`config.mk`:
```
export PLATFORM = sky130hd
export DESIGN_NAME = line_frame_validator_unit
export DESIGN_NICKNAME = d
export VERILOG_FILES = /design/src/rtl/lfv_pkg.sv /design/src/rtl/lfv_front.sv /design/src/rtl/lfv_queue.sv /design/src/rtl/lfv_back.sv /design/src/rtl/line_frame_validator_unit.sv
export VERILOG_INCLUDE_DIRS = /design/src /design/src/rtl
export SDC_FILE = /design/constraint.sdc
export NUM_CORES = 1
export LEC_CHECK = 0
export ABC_CLOCK_PERIOD_IN_PS = 2800
export CORE_MARGIN = 4
export CORE_UTILIZATION = 43
export CTS_CLUSTER_SIZE = 30
export DETAILED_ROUTE_END_ITERATION = 8
export DONT_BUFFER_PORTS = 1
export SETUP_SLACK_MARGIN = 0.2
export SLEW_MARGIN = 30
export SYNTH_ARGS = -nofsm -noshare
export SYNTH_HDL_FRONTEND = slang
export SYNTH_SLANG_ARGS = --single-unit
```
`constraint.sdc`:
```
create_clock -name clock -period 2.8 [get_ports clock]
set_clock_uncertainty 0.1 [all_clocks]
set_input_delay 0.28 -clock clock [delete_from_list [all_inputs] [get_ports clock]]
set_output_delay 0.28 -clock clock [all_outputs]
set_load 0.03 [all_outputs]
```
`src/rtl/assert_macros.svh`:
```
// ----------------------------------------------------------------------------
// Assertion macros
// Shared concurrent assertion forms for the line frame validator.
// ----------------------------------------------------------------------------
`ifndef ASSERT_MACROS_SVH
`define ASSERT_MACROS_SVH

// A property that must hold at every clock edge outside reset.
`define ASSERT_ALWAYS(label, clk, rst, prop, msg) \
   label: assert property (@(posedge clk) disable iff (rst) (prop)) else $error(msg);

// An antecedent that implies a consequent in the same cycle.
`define ASSERT_IMPLIES(label, clk, rst, ante, cons, msg) \
   label: assert property (@(posedge clk) disable iff (rst) (ante) |-> (cons)) \
      else $error(msg);

`endif

```
`src/rtl/lfv_pkg.sv`:
```
// ----------------------------------------------------------------------------
// Line frame validator package
// Shared types, status codes and constant tables of the line frame validator.
// ----------------------------------------------------------------------------
package lfv_pkg;

   // Verdict and payload status codes.
   localparam logic [2:0] StOk        = 3'd0;
   localparam logic [2:0] StTooLong   = 3'd1;
   localparam logic [2:0] StEmpty     = 3'd2;
   localparam logic [2:0] StForbidden = 3'd3;
   localparam logic [2:0] StHeader    = 3'd4;
   localparam logic [2:0] StBadUtf8   = 3'd5;
   localparam logic [2:0] StTruncated = 3'd6;
   localparam logic [2:0] StCleanEnd  = 3'd7;

   // Header match phases: 0 skips blanks, 1..14 letters matched.
   localparam logic [4:0] HdrStart = 5'd0;
   localparam logic [4:0] HdrColon = 5'd14;
   localparam logic [4:0] HdrFound = 5'd15;
   localparam logic [4:0] HdrNone  = 5'd16;

   // UTF-8 decoder states.
   localparam logic [2:0] U8Lead    = 3'd0;
   localparam logic [2:0] U8One     = 3'd1;
   localparam logic [2:0] U8Two     = 3'd2;
   localparam logic [2:0] U8AfterE0 = 3'd3;
   localparam logic [2:0] U8AfterED = 3'd4;
   localparam logic [2:0] U8Three   = 3'd5;
   localparam logic [2:0] U8AfterF0 = 3'd6;
   localparam logic [2:0] U8AfterF4 = 3'd7;

   // Special characters.
   localparam logic [7:0] ChNewline = 8'h0A;
   localparam logic [7:0] ChCr      = 8'h0D;
   localparam logic [7:0] ChNul     = 8'h00;
   localparam logic [7:0] ChColon   = 8'h3A;
   localparam logic [7:0] ChSpace   = 8'h20;
   localparam logic [7:0] ChTab     = 8'h09;

   // Limit register value after reset, before truncation to the length width.
   localparam int unsigned LimitResetValue = 1048576;

   // Depth of the queue between front and back.
   localparam int unsigned QueueDepth = 2;

   // One classified word as it travels from front to back.
   typedef struct packed {
      logic       eos;
      logic       newline;
      logic       forbidden;
      logic       blank;
      logic       colon;
      logic [7:0] data;
      logic [7:0] lower;
      logic [2:0] lead_next;
      logic       lead_bad;
   } lfv_item_type;

   // Letters of the header name, lower case.
   function automatic logic [7:0] hdr_char(input logic [3:0] idx);
      logic [7:0] ch;
      case (idx)
         4'd0:    ch = "c";
         4'd1:    ch = "o";
         4'd2:    ch = "n";
         4'd3:    ch = "t";
         4'd4:    ch = "e";
         4'd5:    ch = "n";
         4'd6:    ch = "t";
         4'd7:    ch = "-";
         4'd8:    ch = "l";
         4'd9:    ch = "e";
         4'd10:   ch = "n";
         4'd11:   ch = "g";
         4'd12:   ch = "t";
         4'd13:   ch = "h";
         default: ch = 8'h00;
      endcase
      return ch;
   endfunction

endpackage

```
`src/rtl/lfv_front.sv`:
```
// ----------------------------------------------------------------------------
// Line frame validator front
// Classifies each incoming word into the flags the back end needs.
// ----------------------------------------------------------------------------
module lfv_front (
   input  logic                 in_end_of_stream,
   input  logic [7:0]           in_byte,
   output lfv_pkg::lfv_item_type item
);
   import lfv_pkg::*;

   // Byte flags, case folding and the UTF-8 lead byte decode.
   always_comb begin
      item.eos       = in_end_of_stream;
      item.data      = in_byte;
      item.newline   = (in_byte == ChNewline);
      item.forbidden = (in_byte == ChCr) || (in_byte == ChNul);
      item.blank     = (in_byte == ChSpace) || (in_byte == ChTab);
      item.colon     = (in_byte == ChColon);
      item.lower     = ((in_byte >= "A") && (in_byte <= "Z")) ? (in_byte + 8'd32) : in_byte;
      item.lead_bad  = 1'b0;
      if (in_byte <= 8'h7F) begin
         item.lead_next = U8Lead;
      end else if ((in_byte >= 8'hC2) && (in_byte <= 8'hDF)) begin
         item.lead_next = U8One;
      end else if (in_byte == 8'hE0) begin
         item.lead_next = U8AfterE0;
      end else if (in_byte == 8'hED) begin
         item.lead_next = U8AfterED;
      end else if ((in_byte >= 8'hE1) && (in_byte <= 8'hEF)) begin
         item.lead_next = U8Two;
      end else if (in_byte == 8'hF0) begin
         item.lead_next = U8AfterF0;
      end else if ((in_byte >= 8'hF1) && (in_byte <= 8'hF3)) begin
         item.lead_next = U8Three;
      end else if (in_byte == 8'hF4) begin
         item.lead_next = U8AfterF4;
      end else begin
         item.lead_next = U8Lead;
         item.lead_bad  = 1'b1;
      end
   end

endmodule

```
`src/rtl/lfv_queue.sv`:
```
// ----------------------------------------------------------------------------
// Line frame validator queue
// Short first-in first-out queue of classified words between front and back.
// ----------------------------------------------------------------------------
module lfv_queue (
   input  logic                  clock,
   input  logic                  reset,
   input  logic                  push,
   input  lfv_pkg::lfv_item_type push_item,
   input  logic                  pop,
   output lfv_pkg::lfv_item_type head_item,
   output logic                  not_empty,
   output logic                  full
);
   import lfv_pkg::*;

   localparam int PtrBits   = (QueueDepth > 1) ? $clog2(QueueDepth) : 1;
   localparam int CountBits = $clog2(QueueDepth + 1);

   lfv_item_type         slot_ff [QueueDepth];
   logic [PtrBits-1:0]   wr_ptr_ff, wr_ptr_in;
   logic [PtrBits-1:0]   rd_ptr_ff, rd_ptr_in;
   logic [CountBits-1:0] count_ff, count_in;

   assign not_empty = (count_ff != '0);
   assign full      = (count_ff == CountBits'(QueueDepth));
   assign head_item = slot_ff[rd_ptr_ff];

   // Pointer and fill count updates.
   always_comb begin
      wr_ptr_in = wr_ptr_ff;
      rd_ptr_in = rd_ptr_ff;
      count_in  = count_ff;
      if (push) begin
         wr_ptr_in = (wr_ptr_ff == PtrBits'(QueueDepth - 1)) ? '0 : wr_ptr_ff + 1'b1;
      end
      if (pop) begin
         rd_ptr_in = (rd_ptr_ff == PtrBits'(QueueDepth - 1)) ? '0 : rd_ptr_ff + 1'b1;
      end
      if (push && !pop) begin
         count_in = count_ff + 1'b1;
      end else if (pop && !push) begin
         count_in = count_ff - 1'b1;
      end
   end

   always_ff @(posedge clock) begin
      if (reset) begin
         wr_ptr_ff <= '0;
         rd_ptr_ff <= '0;
         count_ff  <= '0;
      end else begin
         wr_ptr_ff <= wr_ptr_in;
         rd_ptr_ff <= rd_ptr_in;
         count_ff  <= count_in;
      end
   end

   // Slot storage needs no reset.
   always_ff @(posedge clock) begin
      if (push) begin
         slot_ff[wr_ptr_ff] <= push_item;
      end
   end

endmodule

```
`src/rtl/lfv_back.sv`:
```
// ----------------------------------------------------------------------------
// Line frame validator back
// Tracks frame state, passes payload words and gives the verdict of a frame.
// ----------------------------------------------------------------------------
module lfv_back #(
   parameter int LENGTH_BITS = 21
) (
   input  logic                   clock,
   input  logic                   reset,
   input  logic [LENGTH_BITS-1:0] max_frame_length,
   input  logic                   item_valid,
   input  lfv_pkg::lfv_item_type  item,
   output logic                   item_pop,
   input  logic                   rsp_stall,
   output logic                   rsp_valid,
   output logic [7:0]             rsp_out_byte,
   output logic                   rsp_frame_end,
   output logic [2:0]             rsp_status
);
   import lfv_pkg::*;

   logic [LENGTH_BITS-1:0] frame_len_ff, frame_len_in;
   logic                   discard_ff, discard_in;
   logic                   forbid_ff, forbid_in;
   logic [4:0]             hdr_ff, hdr_in;
   logic [2:0]             u8_ff, u8_in;
   logic                   u8_err_ff, u8_err_in;
   logic                   rsp_valid_ff, rsp_valid_in;
   logic [7:0]             rsp_byte_ff, rsp_byte_in;
   logic                   rsp_end_ff, rsp_end_in;
   logic [2:0]             rsp_status_ff, rsp_status_in;
   logic                   fire;
   logic                   emit;
   logic [7:0]             cont_lo;
   logic [7:0]             cont_hi;
   logic [2:0]             cont_next;

   // A word is taken whenever the output register is free or draining.
   assign fire     = item_valid && (!rsp_valid_ff || !rsp_stall);
   assign item_pop = fire;

   assign rsp_valid     = rsp_valid_ff;
   assign rsp_out_byte  = rsp_byte_ff;
   assign rsp_frame_end = rsp_end_ff;
   assign rsp_status    = rsp_status_ff;

   // Allowed continuation range for the pending UTF-8 sequence.
   always_comb begin
      cont_lo   = 8'h80;
      cont_hi   = 8'hBF;
      cont_next = U8Lead;
      case (u8_ff)
         U8One:     cont_next = U8Lead;
         U8Two:     cont_next = U8One;
         U8AfterE0: begin
            cont_lo   = 8'hA0;
            cont_next = U8One;
         end
         U8AfterED: begin
            cont_hi   = 8'h9F;
            cont_next = U8One;
         end
         U8Three:   cont_next = U8Two;
         U8AfterF0: begin
            cont_lo   = 8'h90;
            cont_next = U8Two;
         end
         U8AfterF4: begin
            cont_hi   = 8'h8F;
            cont_next = U8Two;
         end
         default: begin
            cont_lo   = 8'h01;
            cont_hi   = 8'h00;
            cont_next = U8Lead;
         end
      endcase
   end

   // Frame state update and result selection for the word at the queue head.
   always_comb begin
      frame_len_in  = frame_len_ff;
      discard_in    = discard_ff;
      forbid_in     = forbid_ff;
      hdr_in        = hdr_ff;
      u8_in         = u8_ff;
      u8_err_in     = u8_err_ff;
      emit          = 1'b0;
      rsp_byte_in   = 8'h00;
      rsp_end_in    = 1'b1;
      rsp_status_in = StOk;
      if (item.eos || item.newline) begin
         emit = 1'b1;
         if (item.eos) begin
            rsp_status_in = ((frame_len_ff != '0) || discard_ff) ? StTruncated : StCleanEnd;
         end else if (discard_ff) begin
            rsp_status_in = StTooLong;
         end else if (frame_len_ff == '0) begin
            rsp_status_in = StEmpty;
         end else if (forbid_ff) begin
            rsp_status_in = StForbidden;
         end else if (hdr_ff == HdrFound) begin
            rsp_status_in = StHeader;
         end else if (u8_err_ff || (u8_ff != U8Lead)) begin
            rsp_status_in = StBadUtf8;
         end
         frame_len_in = '0;
         discard_in   = 1'b0;
         forbid_in    = 1'b0;
         hdr_in       = HdrStart;
         u8_in        = U8Lead;
         u8_err_in    = 1'b0;
      end else if (discard_ff) begin
         emit = 1'b0;
      end else if (frame_len_ff >= max_frame_length) begin
         discard_in = 1'b1;
      end else begin
         emit         = 1'b1;
         rsp_byte_in  = item.data;
         rsp_end_in   = 1'b0;
         frame_len_in = frame_len_ff + 1'b1;
         forbid_in    = forbid_ff || item.forbidden;
         // Header name match, case-insensitive, after leading blanks.
         if (hdr_ff == HdrStart) begin
            if (!item.blank) begin
               hdr_in = (item.lower == hdr_char(4'd0)) ? 5'd1 : HdrNone;
            end
         end else if (hdr_ff < HdrColon) begin
            hdr_in = (item.lower == hdr_char(hdr_ff[3:0])) ? (hdr_ff + 5'd1) : HdrNone;
         end else if (hdr_ff == HdrColon) begin
            hdr_in = item.colon ? HdrFound : HdrNone;
         end else if (hdr_ff != HdrFound) begin
            hdr_in = HdrNone;
         end
         // Strict UTF-8 decoding.
         if (u8_ff == U8Lead) begin
            u8_in     = item.lead_next;
            u8_err_in = u8_err_ff || item.lead_bad;
         end else if ((item.data < cont_lo) || (item.data > cont_hi)) begin
            u8_in     = U8Lead;
            u8_err_in = 1'b1;
         end else begin
            u8_in = cont_next;
         end
      end
   end

   // The output register loads on a result and empties when taken.
   always_comb begin
      rsp_valid_in = rsp_valid_ff;
      if (fire) begin
         rsp_valid_in = emit;
      end else if (!rsp_stall) begin
         rsp_valid_in = 1'b0;
      end
   end

   always_ff @(posedge clock) begin
      if (reset) begin
         frame_len_ff <= '0;
         discard_ff   <= 1'b0;
         forbid_ff    <= 1'b0;
         hdr_ff       <= HdrStart;
         u8_ff        <= U8Lead;
         u8_err_ff    <= 1'b0;
         rsp_valid_ff <= 1'b0;
      end else begin
         rsp_valid_ff <= rsp_valid_in;
         if (fire) begin
            frame_len_ff <= frame_len_in;
            discard_ff   <= discard_in;
            forbid_ff    <= forbid_in;
            hdr_ff       <= hdr_in;
            u8_ff        <= u8_in;
            u8_err_ff    <= u8_err_in;
         end
      end
   end

   // Result payload holds while the receiver stalls.
   always_ff @(posedge clock) begin
      if (fire && emit) begin
         rsp_byte_ff   <= rsp_byte_in;
         rsp_end_ff    <= rsp_end_in;
         rsp_status_ff <= rsp_status_in;
      end
   end

endmodule

```
`src/rtl/line_frame_validator_unit.sv`:
```
// ----------------------------------------------------------------------------
// Line frame validator unit
// Cuts a byte stream into newline-terminated frames and judges each frame.
// ----------------------------------------------------------------------------
// Usage:
// The req_ channel carries one word per stream byte, or an end-of-stream
// marker. Each payload byte within the frame limit comes back as one rsp_
// word with rsp_frame_end low. A newline returns one verdict word with
// rsp_frame_end high and the frame status; bytes beyond the limit give no
// word. An end-of-stream marker returns truncated or clean end.
// The csr_ channel writes the frame length limit; it is always ready. The user
// must write it only while the unit is idle; the block does not enforce this.
// A word is held in a queue slot register, and its result in the output
// register. Throughput: one word per cycle while rsp_stall is low; a
// two-entry queue separates the classifier from the back end.
// When rsp_stall holds, the output register keeps its word, the queue fills
// and req_stall rises once it is full.
// Reset clears the queue, the frame state and the output register, and sets
// the limit to 1048576 taken in LENGTH_BITS bits.
// ----------------------------------------------------------------------------
`include "assert_macros.svh"

module line_frame_validator_unit #(
   parameter int LENGTH_BITS = 21
) (
   input  logic                   clock,
   input  logic                   reset,
   input  logic                   req_valid,
   output logic                   req_stall,
   input  logic [7:0]             req_in_byte,
   input  logic                   req_end_of_stream,
   output logic                   rsp_valid,
   input  logic                   rsp_stall,
   output logic [7:0]             rsp_out_byte,
   output logic                   rsp_frame_end,
   output logic [2:0]             rsp_status,
   input  logic                   csr_valid,
   output logic                   csr_ready,
   input  logic [LENGTH_BITS-1:0] csr_max_frame_length
);
   import lfv_pkg::*;

   localparam logic [LENGTH_BITS-1:0] LimitReset = LENGTH_BITS'(LimitResetValue);

   logic [LENGTH_BITS-1:0] limit_ff;
   lfv_item_type           front_item;
   lfv_item_type           head_item;
   logic                   q_push;
   logic                   q_pop;
   logic                   q_not_empty;
   logic                   q_full;

   // Limit register.
   assign csr_ready = 1'b1;

   always_ff @(posedge clock) begin
      if (reset) begin
         limit_ff <= LimitReset;
      end else if (csr_valid && csr_ready) begin
         limit_ff <= csr_max_frame_length;
      end
   end

   // Front: classify each accepted word.
   lfv_front u_front (
      .in_end_of_stream (req_end_of_stream),
      .in_byte          (req_in_byte),
      .item             (front_item)
   );

   assign req_stall = q_full;
   assign q_push    = req_valid && !req_stall;

   lfv_queue u_queue (
      .clock     (clock),
      .reset     (reset),
      .push      (q_push),
      .push_item (front_item),
      .pop       (q_pop),
      .head_item (head_item),
      .not_empty (q_not_empty),
      .full      (q_full)
   );

   // Back: frame state and result output register.
   lfv_back #(
      .LENGTH_BITS (LENGTH_BITS)
   ) u_back (
      .clock            (clock),
      .reset            (reset),
      .max_frame_length (limit_ff),
      .item_valid       (q_not_empty),
      .item             (head_item),
      .item_pop         (q_pop),
      .rsp_stall        (rsp_stall),
      .rsp_valid        (rsp_valid),
      .rsp_out_byte     (rsp_out_byte),
      .rsp_frame_end    (rsp_frame_end),
      .rsp_status       (rsp_status)
   );

   // Checks on the design's own logic.
   `ASSERT_ALWAYS(a_no_pop_into_stalled_word, clock, reset,
      !(q_pop && rsp_valid && rsp_stall), "back end took a word while the held result was stalled")
   `ASSERT_IMPLIES(a_verdict_byte_zero, clock, reset, rsp_valid && rsp_frame_end,
      rsp_out_byte == 8'h00, "verdict word carries a nonzero byte")
   `ASSERT_IMPLIES(a_payload_status_ok, clock, reset, rsp_valid && !rsp_frame_end,
      rsp_status == StOk, "payload word carries a nonzero status")

endmodule

```
# Word level (Yosys, flattened, before mapping)
# Memories as Yosys holds them, arrays and structs flattened. A register that Yosys moved wholly into a read port is not among the register bits.
# Cells that the tools add are included.
word_totals:
  output_inout_bits: 15
  inputBits: 35
  ff_bits: 70
  latch_bits: 0
  mem_bits_ro: 112
  elab_cells: 180
  n_memories: 2
  ramBits: 50
mem_list:
  columns: ["memory", "words", "width", "read_ports", "rd_ports_with_merged_regs", "write_ports", "line_no", "source"]
  rows:
  - ["(name not given)", 16, 7, 1, 1, 0, "lfv_pkg.sv:63", "case (idx)"]
  - ["u_queue.slot_ff", 2, 25, 1, 1, 1, "lfv_queue.sv:20", "lfv_item_type slot_ff [QueueDepth];"]
op_classes:
  muxes: 77
  mul: 0
  shifts: 0
  addsub: 7
  bitwise_logic: 0
  reduce_logical: 41
  eq_ne: 26
  n_lt_le_gt_ge: 13
  div_mod_pow: 0
op_table:
  columns: ["cell", "count"]
  rows:
  - ["two-way mux 21 bit", 3]
  - ["two-way mux 5 bit", 11]
  - ["two-way mux 3 bit", 18]
  - ["two-way mux 8 bit", 6]
  - ["case mux 8 bit (3 select lines)", 2]
  - ["equality test 8 bit, second input constant", 4]
  - ["two-way mux 1 bit", 31]
  - ["equality test 8 x 4 -> 1 bit, second input constant", 3]
  - ["greater-or-equal comparator 8 bit, second input constant", 3]
  - ["<= comparator 8 bit, second input constant", 3]
  - ["adder 21 x 1 -> 21 bit, second input constant", 1]
  - ["greater-or-equal comparator 21 bit", 1]
  - ["logical NOT 21 bit", 1]
  - ["nonzero test 21 bit", 1]
  - ["equality test 8 x 6 -> 1 bit, second input constant", 2]
  - ["<= comparator 8 x 7 -> 1 bit, second input constant", 2]
  - ["equality test 3 bit, second input constant", 4]
  - ["equality test 5 x 4 -> 1 bit, second input constant", 2]
  - ["OR reduction 5 bit", 2]
  - ["logical AND 1 bit", 9]
  - ["logical OR 1 bit", 9]
  - ["OR reduction 3 bit", 3]
  - ["adder 8 x 6 -> 8 bit, second input constant", 1]
  - ["equality test 8 x 7 -> 1 bit, second input constant", 1]
  - ["29 further kinds", 41]

# Longest topological paths before layout
depth:
  depth_word: 15
  depth_mapped: 15
  depth_no_buf: 15

# By module
# Synthesis repeated with hierarchy kept, for this count alone.
unflattened:
  cells_unflattened: 660
  area_unflattened_um2: 6889.1
by_module_without_submodules:
  columns: ["module", "area_per_inst_um2", "cells_each", "n_inst", "seq_area_each_um2"]
  rows:
  - ["lfv_back", 3613.5, 415, 1, 1161.1]
  - ["lfv_queue", 2013.2, 100, 1, 1601.5]
  - ["line_frame_validator_unit", 782.0, 71, 1, 420.4]
  - ["lfv_front", 480.5, 74, 1, 0.0]

# Worst setup path after synthesis
# OpenSTA, ideal clock, no wires.
synth_timing:
  path_type: "register to register"
  startpoint: "reg limit_ff[18]"
  endpoint: "reg with a tool-made name"
  synth_period_minus_slack_ps: 3124
  arrival_time_ps: 2889
  n_path_buf: 0
  path_slack_ps: -324
  setup_ps: 135
  path_stages_with_launch: 15
  cell_sequence: "dfxtp_1 > inv_1 > ha_1 > a21o_1 > a21o_1 > a22oi_1 > o211ai_1 > o21a_1 > or3b_4 > a21oi_4 > inv_2 > ha_1 > nor2_1 > a21boi_1 > o22ai_1"
synth_rtl:
  columns: ["item", "line_no", "source"]
  rows:
  - ["from (decl)", "line_frame_validator_unit.sv:45", "logic [LENGTH_BITS-1:0] limit_ff;"]
  - ["from (signal assigned)", "line_frame_validator_unit.sv:58", "limit_ff <= LimitReset;"]
  - ["from (signal assigned)", "line_frame_validator_unit.sv:60", "limit_ff <= csr_max_frame_length;"]

==> flow_metrics.py <==
metrics = {
    "placement": {
        "placedCellCount": 894,
        "placed_cell_area_mm2": 0.00717,
        "dp_slack_ns": -0.262,
        "port_buffers": 0,
        "dp_hpwl_um": 11300,
        "gp_congestion": 0.896,
    },
    "finish": {
        "nets": 885,
        "multi_input_comb_area_mm2": 0.00378,
        "antennaDiodeCount": 0,
        "post_route_cells_drive_above_1_share_pct": 33.8,
        "final-seq-area_mm2": 0.00292,
        "finalNonFillerCells": 1004,
        "syn2layout_area_growth_pct": 44.2,
        "finish.instance_area_mm2": 0.00918,
        "n_fill_cell": 1119,
    },
    "setup_path": {
        "crit_path_start": "u_back.frame_len_ff[13]$_SDFFE_PP0P_",
        "slowest_stage": "or3b_4",
        "worst-path-buf-inv": 3,
        "path_delay_family": "compound AO/OA/AOI/OAI gates",
        "path_cells": "ha_4, nand4_1, nor4_4, buf_4, a22oi_2, o211ai_1, buf_4, o21a_4, or3b_4, a21oi_4, buf_6, ha_4, mux2i_1, o32ai_1",
        "crit_path_end_kind": "flop",
        "worstSetupStartpointType": "flop",
        "crit_type": "reg -> reg",
        "worst-path-max-fanout": 4,
        "worstPathArrival_ns": 3.35,
        "r2r-start": "u_back.frame_len_ff[13]$_SDFFE_PP0P_",
        "worstPathRequired_ns": 3.02,
        "worst_path_largest_cell_delay_ns": 0.41,
    },
    "logic_synthesis": {
        "synth_mux_area_share_pct": 7.94,
        "synth_cells": 656,
        "syn_avg_cell_area_um2": 9.70,
        "synth_area_mm2": 0.00636,
        "yosys.area_share.simple_pct": 18.9,
        "synth_top_family_by_area": "simple AND/OR/NAND/NOR gates",
        "async_flop_share_pct": 0,
        "ys_warn_count": 0,
        "synth_compound_area_share_pct": 10.6,
        "synth_edf_count": 52,
        "synth_cell_types": 68,
        "synth_xor_area_share_pct": 3.72,
        "syn_nets": 734,
        "synth.yosys.seq_area_share_pct": 45.3,
        "synth_ff_type": "dfxtp_1",
        "ys_ff_latch": 118,
        "synth_fa_ha_area_share_pct": 8.45,
    },
    "clock_network": {
        "path_clk_slew_ns": 0.06,
        "h-tree-depth": 4,
        "numCtsBuffers": 17,
        "cts_buffer_depth": 2,
        "insertion_delay_ns": 0.42,
        "root_buffer": "clkbuf_16",
        "cts_tree": "yes",
        "cts.sinks": 118,
    },
    "power": {
        "clock_power_share_pct": 29.9,
        "ir_worst_vdd_uv": 531,
        "power_frac_seq_pct": 33.9,
        "p_int_mw": 4.70,
        "switching_share_pct": 34.6,
        "leakage_nw": 3.63,
        "fin_total_pwr_mw": 7.19,
        "power_frac_comb_pct": 36.2,
        "power.density_mw_per_mm2": 784,
        "p_switching_mw": 2.49,
    },
    "timing": {
        "max_freq_ghz": 0.319,
        "hold_viol": 0,
        "relSlewSlack_pct": 62.0,
        "rsz0062_at_grt": "yes",
        "fin_ws_ns": -0.334,
        "fin_crit_sh_pct": 112,
        "finalMaxSlewViolations": 0,
        "max_slew.worst_pin.slew_ns": 0.565,
        "finalSetupViolCount": 7,
        "setup_tns_ns": -1.52,
        "period_minus_slack_ns": 3.13,
    },
    "detailed_routing": {
        "drtPass1Iterations": 5,
        "drtIter0Drc": 392,
        "ant_nets": 0,
        "via_per_inst": 5.42,
        "vias": 5444,
        "drt_wl_total_um": 17600,
        "wl_met2_um": 8570,
        "wl_met1_um": 8000,
        "met3_length_um": 704,
        "top_layer_used": "met4",
        "drcViolationCount": 0,
        "wl_per_cell_um": 17.5,
    },
    "die": {
        "core.rowCount": 44,
        "start_util_pct": 43.8,
        "die_h_um": 130,
        "die_area_mm2": 0.0168,
        "chipWidth_um": 130,
        "core-area_mm2": 0.0145,
        "ios": 50,
    },
    "global_route": {
        "grt_use_total_pct": 21.3,
        "grt_start_max_net_pins": 35,
        "grt.overflow.total": 0,
        "grt_pass1_wl_um": 27700,
        "antenna_found_initial": 0,
        "grt_pass1_vias": 5489,
    },
    "worst_hold_path": {
        "min_path_type": "in -> reg",
        "hold_start": "req_in_byte[5]",
    },
    "run_status": {
        "outcome": "complete, but fails checks",
        "violations": "negative setup slack",
    },
    "job": {
        "drv_cap": 0,
    },
}
-- routing by layer --
layer  vias up  track usage (%)
li1       2649                -
met1      2617             27.7
met2       144             34.8
met3        34             5.40
met4         0             7.09
met5         -                0
-- registers in the layout, indices dropped and copies added, names as in the netlist, 2 cells and up, named ones only --
signal               count
u_back.u8_ff             3
u_queue.slot_ff         40
u_back.rsp_status        3
u_back.rsp_out_byte      8
limit_ff                21
u_back.hdr_ff            5
u_back.frame_len_ff     21
u_queue.count_ff         2
-- cells in the mapped netlist (4+ instances only) --
cell       n  area, µm²
nor2_1    88        330
dfxtp_1   66       1320
edfxtp_1  52       1560
inv_1     44        165
ha_1      43        538
nand2_1   42        158
mux2i_1   37        370
a21oi_1   34        170
nand3_1   18       90.1
o21ai_0   18       90.1
xnor2_1   18        158
nand4_1   16        100
nor3_1    16       80.1
clkbuf_1  15       56.3
nor4_1    10       62.6
or3_1      9       56.3
xor2_1     9       78.8
a21o_1     7       52.6
nand2b_1   7       43.8
and3_1     6       37.5
mux2_2     6       67.6
nor2b_1    6       37.5
and2_1     5       31.3
buf_2      5       25.0
nand3b_1   5       37.5
a211o_1    4       35.0
a22oi_1    4       30.0
buf_6      4       45.0
o211ai_1   4       30.0
o21ai_1    4       20.0
o31ai_1    4       30.0
-- final timing paths --
kind / to / slack (ns) / depth (start not counted)
hold reg to reg: u_back.u8_err_ff$_SDFFE_PP0P_ / 0.41 / 2
setup reg to reg: flop / -0.33 / 14
hold / removal: u_queue.slot_ff[0][9]$_DFFE_PP_ / 0.03 / 1
setup / recovery: flop / -0.33 / 14
-- placed cells by master (no fill, tap or decap), types with 18 or more instances in the layout --
master,n
a21oi_1,23
buf_4,86
clkbuf_16,18
dfxtp_1,42
dfxtp_2,23
dlygate4sd3_1,50
edfxtp_1,52
ha_1,23
ha_4,19
inv_1,31
mux2i_1,33
nand2_1,37
nor2_1,82
xnor2_1,18
-- final cells by class --
class	instances	share of cell area, %
clock buffers	17	4.64
clock inverters	15	1.69
inverters	47	2.06
multi-input cells	463	41.2
flip-flops and latches	118	31.8
well taps	184	2.51
repair buffers	160	16.2
-- cell families after synthesis --
family | after synthesis
AOI/OAI and AO/OA | 103
xor gates and xnor gates | 27
adders and majority gates | 43
buffers and inverters | 75
DFF | 118
muxes | 48
other | 1
and+or+nand+nor | 241
-- metrics by stage --
step / hold slack (ns) / util [%]
floorplan: 0.279 / -
finish: 0.0292 / 63.1
CTS: 0.00602 / 61.0
global route: 0.00890 / 63.1
detailed placement: 0.262 / 49.3
global placement: 0.259 / 49.3
-- power groups by stage --
| stage | combinational [mW] | sequential, mW | clock [mW] |
|---|---|---|---|
| global route | 2.80 | 2.47 | 2.26 |
| floorplan | 1.29 | 2.42 | 0 |
| global placement | 1.91 | 2.43 | 0 |
| finish | 2.60 | 2.44 | 2.15 |
| detailed placement | 1.95 | 2.45 | 0 |
| CTS | 2.33 | 2.44 | 2.18 |
-- timing repair --
item,CTS,global route
pin swaps,24,48
resized for setup,94,51
gates cloned,1,1
buffers inserted,15,10
hold buffers,51,0
setup endpoints to repair,40,48
hold endpoints to repair,68,0
No activity file was read; power rests on OpenSTA's default activity.
